--- src/rtl/bcc_pkg.sv ---
package bcc_pkg;

  // Field widths
  localparam int unsigned TimeW  = 32;
  localparam int unsigned MsW    = 16;
  localparam int unsigned CountW = 2;
  localparam int unsigned EventW = 3;
  localparam int unsigned InDataW  = 40;  // 33 bits of fields, padded to bytes
  localparam int unsigned OutDataW = 8;   // 3 bits of fields, padded to bytes
  localparam int unsigned CfgIdxW  = 2;

  // Register indexes
  localparam logic [CfgIdxW-1:0] RegDebounce   = 2'd0;
  localparam logic [CfgIdxW-1:0] RegLongPress  = 2'd1;
  localparam logic [CfgIdxW-1:0] RegWindow     = 2'd2;
  localparam logic [CfgIdxW-1:0] RegMaxPresses = 2'd3;

  // Reset values of the registers
  localparam logic [MsW-1:0]    DebounceRst   = 16'd50;
  localparam logic [MsW-1:0]    LongPressRst  = 16'd300;
  localparam logic [MsW-1:0]    WindowRst     = 16'd750;
  localparam logic [CountW-1:0] MaxPressesRst = 2'd3;

  // Press count saturates here
  localparam logic [CountW-1:0] PressSat = 2'd3;

  typedef enum logic [EventW-1:0] {
    EV_NONE         = 3'd0,
    EV_PRESSED      = 3'd1,
    EV_SINGLE       = 3'd2,
    EV_DOUBLE       = 3'd3,
    EV_TRIPLE       = 3'd4,
    EV_LONG_RELEASE = 3'd5
  } evt_e;

  typedef struct packed {
    logic [MsW-1:0]    debounce_ms;
    logic [MsW-1:0]    long_press_ms;
    logic [MsW-1:0]    multi_press_window_ms;
    logic [CountW-1:0] max_presses;
  } cfg_t;

endpackage

--- src/rtl/bcc_cfg.sv ---
module bcc_cfg
  import bcc_pkg::*;
(
  input  logic               clk_i,
  input  logic               rst_ni,
  input  logic               cfg_we_i,
  input  logic [CfgIdxW-1:0] cfg_idx_i,
  input  logic [MsW-1:0]     cfg_wdata_i,
  output cfg_t               cfg_o
);

  cfg_t cfg_q, cfg_d;

  // Decode the write into the addressed register
  always_comb begin
    cfg_d = cfg_q;
    if (cfg_we_i) begin
      case (cfg_idx_i)
        RegDebounce:   cfg_d.debounce_ms           = cfg_wdata_i;
        RegLongPress:  cfg_d.long_press_ms         = cfg_wdata_i;
        RegWindow:     cfg_d.multi_press_window_ms = cfg_wdata_i;
        RegMaxPresses: cfg_d.max_presses           = cfg_wdata_i[CountW-1:0];
        default:       cfg_d = cfg_q;
      endcase
    end
  end

  always_ff @(posedge clk_i or negedge rst_ni) begin
    if (!rst_ni) begin
      cfg_q.debounce_ms           <= DebounceRst;
      cfg_q.long_press_ms         <= LongPressRst;
      cfg_q.multi_press_window_ms <= WindowRst;
      cfg_q.max_presses           <= MaxPressesRst;
    end else begin
      cfg_q <= cfg_d;
    end
  end

  assign cfg_o = cfg_q;

endmodule

--- src/rtl/bcc_core.sv ---
module bcc_core
  import bcc_pkg::*;
(
  input  logic             clk_i,
  input  logic             rst_ni,
  input  logic             step_i,     // process the item below this cycle
  input  logic [TimeW-1:0] now_time_i,
  input  logic             pin_level_i,
  input  cfg_t             cfg_i,
  output evt_e             event_o
);

  logic              stable_q, stable_d;
  logic [TimeW-1:0]  change_q, change_d;
  logic [TimeW-1:0]  start_q, start_d;
  logic              active_q, active_d;
  logic [CountW-1:0] count_q, count_d;
  logic              long_q, long_d;

  logic [TimeW-1:0] since_change;
  logic [TimeW-1:0] since_start;
  logic             level;
  logic             changed;
  evt_e             ev;

  assign since_change = now_time_i - change_q;
  assign since_start  = now_time_i - start_q;

  // Debounce, then classify the press sequence
  always_comb begin
    stable_d = stable_q;
    change_d = change_q;
    start_d  = start_q;
    active_d = active_q;
    count_d  = count_q;
    long_d   = long_q;
    ev       = EV_NONE;

    // Hold the stable level during the hold-off
    if (since_change < {{(TimeW-MsW){1'b0}}, cfg_i.debounce_ms}) begin
      level = stable_q;
    end else begin
      level = pin_level_i;
    end
    changed = (level != stable_q);

    if (changed) begin
      change_d = now_time_i;
      stable_d = level;
    end

    if (!level) begin
      if (changed) begin
        if (!active_q) begin
          start_d  = now_time_i;
          active_d = 1'b1;
          count_d  = 2'd1;
          ev       = EV_PRESSED;
        end else if (count_q < PressSat) begin
          count_d = count_q + 2'd1;
        end
      end else if (!long_q &&
                   since_change > {{(TimeW-MsW){1'b0}}, cfg_i.long_press_ms}) begin
        long_d = 1'b1;
      end
    end else if (active_q) begin
      if (!long_q && (count_q >= cfg_i.max_presses ||
          since_start > {{(TimeW-MsW){1'b0}}, cfg_i.multi_press_window_ms})) begin
        case (count_q)
          2'd1:    ev = EV_SINGLE;
          2'd2:    ev = EV_DOUBLE;
          2'd3:    ev = EV_TRIPLE;
          default: ev = EV_NONE;
        endcase
        active_d = 1'b0;
      end else if (long_q) begin
        long_d   = 1'b0;
        active_d = 1'b0;
        ev       = EV_LONG_RELEASE;
      end
    end
  end

  // Advance the sequence state only when an item is processed
  always_ff @(posedge clk_i or negedge rst_ni) begin
    if (!rst_ni) begin
      stable_q <= 1'b1;
      change_q <= '0;
      start_q  <= '0;
      active_q <= 1'b0;
      count_q  <= '0;
      long_q   <= 1'b0;
    end else if (step_i) begin
      stable_q <= stable_d;
      change_q <= change_d;
      start_q  <= start_d;
      active_q <= active_d;
      count_q  <= count_d;
      long_q   <= long_d;
    end
  end

  assign event_o = ev;

endmodule

--- src/rtl/button_click_classifier_top.sv ---
// An accepted item is held in the input register, classified from it, and moves into the
// result register once that one is free; m_axis takes it from there.
// Throughput: one item per cycle while m_axis does not stall the result register.
// Reset (rst_ni low, asynchronous): registers return to their defaults, the press
// state clears to released and idle, and both pipeline registers empty.
module button_click_classifier_top
  import bcc_pkg::*;
(
  input  logic                clk_i,
  input  logic                rst_ni,
  // Configuration write port
  input  logic                cfg_we_i,
  input  logic [CfgIdxW-1:0]  cfg_idx_i,
  input  logic [MsW-1:0]      cfg_wdata_i,
  // Input stream
  input  logic                s_axis_tvalid,
  output logic                s_axis_tready,
  input  logic [InDataW-1:0]  s_axis_tdata,   // [31:0] now_time, [32] pin_level, rest zero
  // Result stream
  output logic                m_axis_tvalid,
  input  logic                m_axis_tready,
  output logic [OutDataW-1:0] m_axis_tdata    // [2:0] event_code, rest zero
);

  cfg_t             cfg;
  evt_e             ev;
  logic             in_valid_q;
  logic [TimeW-1:0] in_time_q;
  logic             in_pin_q;
  logic             out_valid_q;
  evt_e             out_event_q;
  logic             out_free;
  logic             step;

  bcc_cfg u_cfg (
    .clk_i       (clk_i),
    .rst_ni      (rst_ni),
    .cfg_we_i    (cfg_we_i),
    .cfg_idx_i   (cfg_idx_i),
    .cfg_wdata_i (cfg_wdata_i),
    .cfg_o       (cfg)
  );

  // Move the held item into the result register when that one is free
  assign out_free      = !out_valid_q || m_axis_tready;
  assign step          = in_valid_q && out_free;
  assign s_axis_tready = !in_valid_q || out_free;

  bcc_core u_core (
    .clk_i       (clk_i),
    .rst_ni      (rst_ni),
    .step_i      (step),
    .now_time_i  (in_time_q),
    .pin_level_i (in_pin_q),
    .cfg_i       (cfg),
    .event_o     (ev)
  );

  // Input register
  always_ff @(posedge clk_i or negedge rst_ni) begin
    if (!rst_ni) begin
      in_valid_q <= 1'b0;
    end else if (s_axis_tready) begin
      in_valid_q <= s_axis_tvalid;
    end
  end

  always_ff @(posedge clk_i) begin
    if (s_axis_tready && s_axis_tvalid) begin
      in_time_q <= s_axis_tdata[TimeW-1:0];
      in_pin_q  <= s_axis_tdata[TimeW];
    end
  end

  // Result register
  always_ff @(posedge clk_i or negedge rst_ni) begin
    if (!rst_ni) begin
      out_valid_q <= 1'b0;
    end else if (out_free) begin
      out_valid_q <= in_valid_q;
    end
  end

  always_ff @(posedge clk_i) begin
    if (step) begin
      out_event_q <= ev;
    end
  end

  assign m_axis_tvalid = out_valid_q;
  assign m_axis_tdata  = {{(OutDataW-EventW){1'b0}}, out_event_q};

endmodule

--- config.mk ---
export PLATFORM = sky130hd
export DESIGN_NAME = button_click_classifier_top
export DESIGN_NICKNAME = d
export VERILOG_FILES = /design/src/rtl/bcc_pkg.sv /design/src/rtl/bcc_cfg.sv /design/src/rtl/bcc_core.sv /design/src/rtl/button_click_classifier_top.sv
export SDC_FILE = /design/constraint.sdc
export NUM_CORES = 1
export LEC_CHECK = 0
export BUFFER_PORTS_ARGS = -buffer_cell sky130_fd_sc_hd__buf_2
export CAP_MARGIN = 5
export CORE_UTILIZATION = 25
export CTS_CLUSTER_DIAMETER = 200
export DETAILED_ROUTE_END_ITERATION = 7
export PLACE_DENSITY = 0.49
export SLEW_MARGIN = 0
export SYNTH_ARGS = -nofsm -noshare
export SYNTH_HDL_FRONTEND = slang
export SYNTH_SLANG_ARGS = --single-unit
export TNS_END_PERCENT = 20
--- constraint.sdc ---
create_clock -name clk_i -period 13.85 [get_ports clk_i]
set_input_delay 0.6925 -clock clk_i [delete_from_list [all_inputs] [get_ports clk_i]]
set_output_delay 0.6925 -clock clk_i [all_outputs]
set_load 0.02 [all_outputs]
==> impl_table.tex <==
\begin{tabular}{lr}
\hline
Metric & Value \\
\hline
\multicolumn{2}{l}{\textbf{Place}} \\
Count of buffers from port buffering & 60 \\
Gpl congestion & 0.833 \\
Placed Instances & 1735 \\
HPWL after detailed placement & 21.6 mm \\
\multicolumn{2}{l}{\textbf{Floorplanning}} \\
Site row count & 76 \\
DIE WIDTH & 211 um \\
Total die area & 44400 sq um \\
Placeable core region & 43000 sq um \\
Initial Utilization & 25.3\% \\
Die height & 211 um \\
Number of I/O pins & 73 \\
\multicolumn{2}{l}{\textbf{Drt}} \\
Post-detailed-route via-to-cell ratio & 4.64 \\
Number of detailed-routing iterations run before antenna repair & 5 \\
Count of antenna-violating nets left after detailed routing & 0 \\
Via total after detailed routing & 8198 \\
Drc violations & 0 \\
Count of routing violations after the opening detailed-route iteration & 473 \\
Mean routed wirelength per cell & 15.7 um \\
Total length of routed wires & 27.7 mm \\
\multicolumn{2}{l}{\textbf{Final layout}} \\
\# fillers & 4628 \\
Syn-to-layout area delta & 14.3\% \\
Final Instance Count excl. Fillers & 1767 \\
Diodes inserted & 0 \\
Count of nets after finishing & 1350 \\
Layout cell share with drive strength beyond 1 & 18.5\% \\
\multicolumn{2}{l}{\textbf{Logic synthesis}} \\
Share of synthesized registers carrying an async set or reset & 77.1\% \\
Leading area contributor after synthesis & dfrtp\_1 \\
Post-synthesis instance area & 10900 sq um \\
Fraction of synthesized cell area in xor and xnor cells & 3.62\% \\
Post-synthesis compound-gate area fraction & 16.5\% \\
Count of flip-flops with a built-in enable after synthesis & 36 \\
Syn avg cell area & 9.80 sq um \\
Combinational family with the most area after synthesis & compound AO/OA/AOI/OAI gates \\
Synth top area share & 23.9\% \\
Post-synthesis simple-gate area fraction & 11.9\% \\
Multiplexer fraction of the synthesized cell area & 10.8\% \\
Yosys warns & 0 \\
Number of instances in the synthesized netlist & 1112 \\
Sequential area share after synthesis & 37.9\% \\
Distinct cells, synth & 75 \\
Most area-consuming cells after synthesis & dfrtp\_1 24\%, ha\_1 13\%, edfxtp\_1 9.9\%, mux2\_2 9.8\%, inv\_1 4.3\% \\
Most frequent cells after synthesis & 126 x inv\_1, 116 x ha\_1, 104 x dfrtp\_1 \\
Count leader, synth & inv\_1 \\
Yosys reg bits & 157 \\
Primary FF master, synth & dfrtp\_1 \\
Adder-cell share of the synthesized area & 13.7\% \\
\multicolumn{2}{l}{\textbf{CTS}} \\
Number of setup buffers added after CTS & 0 \\
Clk Latency, worst-skew pair & 0.45 ns \\
Buffers from clock root to sink, at most & 2 \\
CTS clock-pin slew for the worst setup and hold paths & 0.07 ns \\
Root Buffer Master & clkbuf\_16 \\
Number of buffers created by CTS & 17 \\
Depth of the CTS H-tree & 4 \\
Number of sinks on the clock net & 157 \\
CTS tree & built \\
Post-CTS Hold Buffers & 0 \\
Gates resized, CTS repair & 0 \\
\multicolumn{2}{l}{\textbf{STA}} \\
Worst-case headroom to the max-slew limit & 31.7\% \\
Crit path time final & 6.37 ns \\
Final number of max-transition violations & 0 \\
Setup skew after layout & 0.00896 ns \\
RSZ-0062 raised after global routing & false \\
Total negative slack for setup checks & 0 ns \\
Count of final setup violators & 0 \\
Number of endpoints with negative hold slack in the final report & 0 \\
Actual slew at the worst max-slew pin & 1.02 ns \\
Peak Freq & 157 MHz \\
Share of the clock period used by the worst path after layout & 46.0\% \\
\multicolumn{2}{l}{\textbf{Pwr}} \\
Sequential share of power & 23.8\% \\
Power density over cell area & 234 nW/um\^{}2 \\
Comb power frac & 59.3\% \\
Standby leakage power & 5.55 nW \\
Net switching power of the design & 1.28 mW \\
Switching Share & 43.8\% \\
Share of power burned in the clock network & 16.9\% \\
Worst vdd rail ir drop & 0.000111 V \\
Internal Dissipation & 1.64 mW \\
\multicolumn{2}{l}{\textbf{GRT}} \\
Largest net degree at the start of global routing & 75 \\
Wire length of the first global-routing pass & 44.7 mm \\
Antenna violations before repair & 0 \\
Via count of the first global-routing pass & 8060 \\
Overflow after GRT & 0 \\
Total routing resource utilization after global routing & 13.1\% \\
\multicolumn{2}{l}{\textbf{Critical path}} \\
Depth of the most critical reg-to-reg path & 18 \\
Data required time at the worst endpoint & 14.18 ns \\
Critical path endpoint category & flop \\
Class of the most critical setup path & reg2reg \\
Data arrival at the endpoint of the critical path & 6.71 ns \\
Worst flop-to-flop path startpoint & in\_time\_q[1] \\
Flop2flop setup slack & 7.48 ns \\
Startpoint type of the worst setup path & flop \\
Highest net fanout along the worst path & 34 \\
Capture instance of the worst register-to-register path & u\_core.start\_q[11] \\
\multicolumn{2}{l}{\textbf{Flow run}} \\
Number of max-cap violations & 0 \\
\multicolumn{2}{l}{\textbf{Run status}} \\
Outcome & finished clean \\
\multicolumn{2}{l}{\textbf{Min path}} \\
Tightest Hold Check Type & in2async \\
\hline
\end{tabular}
-- worst max-delay path by stage --
| stage | from | endpoint | slack (ns) |
|---|---|---|---|
| 3_5_place_dp | in_time_q[1] | u_core.start_q[13] | 7.40 |
| 6_report | in_time_q[1] | u_core.start_q[11] | 7.48 |
| 3_3_place_gp | in_time_q[1] | u_core.start_q[15] | 7.46 |
| 4_1_cts | in_time_q[1] | u_core.start_q[23] | 7.36 |
| 2_1_floorplan | in_time_q[1] | u_core.start_q[10] | 8.68 |
| 5_1_grt | in_time_q[1] | u_core.start_q[17] | 7.08 |
-- worst max-delay path: stages, from the launching register on --
cell	delay, ns
edfxtp_1	0.48
ha_1	0.32
nor2b_1	0.21
o2111ai_2	0.14
a311oi_1	0.53
a311o_1	0.50
a21oi_1	0.16
xnor2_1	0.39
ha_1	0.33
a21o_1	0.16
a211o_1	0.31
o221a_2	0.29
a221oi_2	0.41
nand4_2	0.23
mux2i_4	0.28
ha_1	0.23
nand2_1	0.12
or2_2	0.73
mux2_2	0.41
-- flip-flops by register name, summed over array words and instances, names as in the netlist --
| name | cells |
|---|---|
| in_pin_q | 1 |
| in_time_q | 32 |
| in_valid_q | 1 |
| m_axis_tvalid | 1 |
| out_event_q | 3 |
| u_cfg.cfg_o | 50 |
| u_core.active_q | 1 |
| u_core.change_q | 32 |
| u_core.count_q | 2 |
| u_core.long_q | 1 |
| u_core.stable_q | 1 |
| u_core.start_q | 32 |
-- power groups by stage --
stage                     Clock (mW)  Sequential (mW)  Combinational, mW
final                          0.491            0.693               1.73
after global placement             0            0.699               1.71
after CTS                      0.510            0.694               1.74
after floorplan                    0            0.682               1.31
after detailed placement           0            0.703               1.73
after global routing           0.527            0.713               1.95
-- cells by family (layout without fill, tap and decap cells) --
group / count (synthesis) / in the layout
AO/OA/AOI/OAI: 279 / 279
AND/OR/NAND/NOR: 252 / 252
flip-flops: 157 / 157
buffers and inverters: 156 / 222
adder cells (fa/ha/maj): 118 / 118
multiplexers: 104 / 104
XOR/XNOR: 45 / 45
other: 1 / 5
-- layer usage --
metal	up-vias	part of all wire (%)	track usage, %	wire (um)
li1	4112	-	-	-
met1	3935	49	17.6	13400
met2	123	46	20.9	12800
met3	28	2.6	1.84	716
met4	0	2.8	5.67	765
met5	-	0	0	0
-- metrics by stage --
| stage | setup WS, ns | hold slack, ns | util, % | area, sq um | power (mW) |
|---|---|---|---|---|---|
| floorplan | 8.68 | 0.397 | - | 10900 | 1.99 |
| global placement | 7.46 | 0.466 | 27.6 | 11800 | 2.40 |
| detailed placement | 7.40 | 0.471 | 27.6 | 11800 | 2.43 |
| CTS | 7.36 | 0.0280 | 29.0 | 12500 | 2.94 |
| global route | 7.08 | 0.0371 | 29.0 | 12500 | 3.19 |
| finish | 7.48 | 0.0532 | 29.0 | 12500 | 2.91 |
-- area by class of cell --
| type | count | area [sq um] | area share (%) |
|---|---|---|---|
| multi-input cells | 803 | 6180 | 49.6 |
| flip-flops and latches | 157 | 4130 | 33.2 |
| well taps | 585 | 732 | 5.88 |
| inverters | 126 | 473 | 3.80 |
| clock buffers | 20 | 447 | 3.59 |
| repair buffers | 64 | 333 | 2.67 |
| clock inverters | 12 | 160 | 1.29 |
-- layout by cell type (no fill, tap or decap), types with 6 or more instances in the layout --
cell type,n
nand3_1,25
o21ai_0,50
a31oi_1,12
buf_2,59
xor2_1,16
xnor2_1,29
a21o_1,33
clkbuf_16,17
nor3_1,12
o21a_1,10
and3_1,6
nor2_1,42
dfrtp_1,104
inv_1,126
and4_1,6
o21ai_1,15
nand4_1,20
nand2b_1,12
o211ai_1,16
nand2_1,78
edfxtp_1,36
mux2_2,95
ha_1,116
a21oi_1,84
dfstp_2,17
nor2b_1,14
a211oi_1,9
mux2i_1,7
or3_1,6
Power figures use the tool's default switching activity.
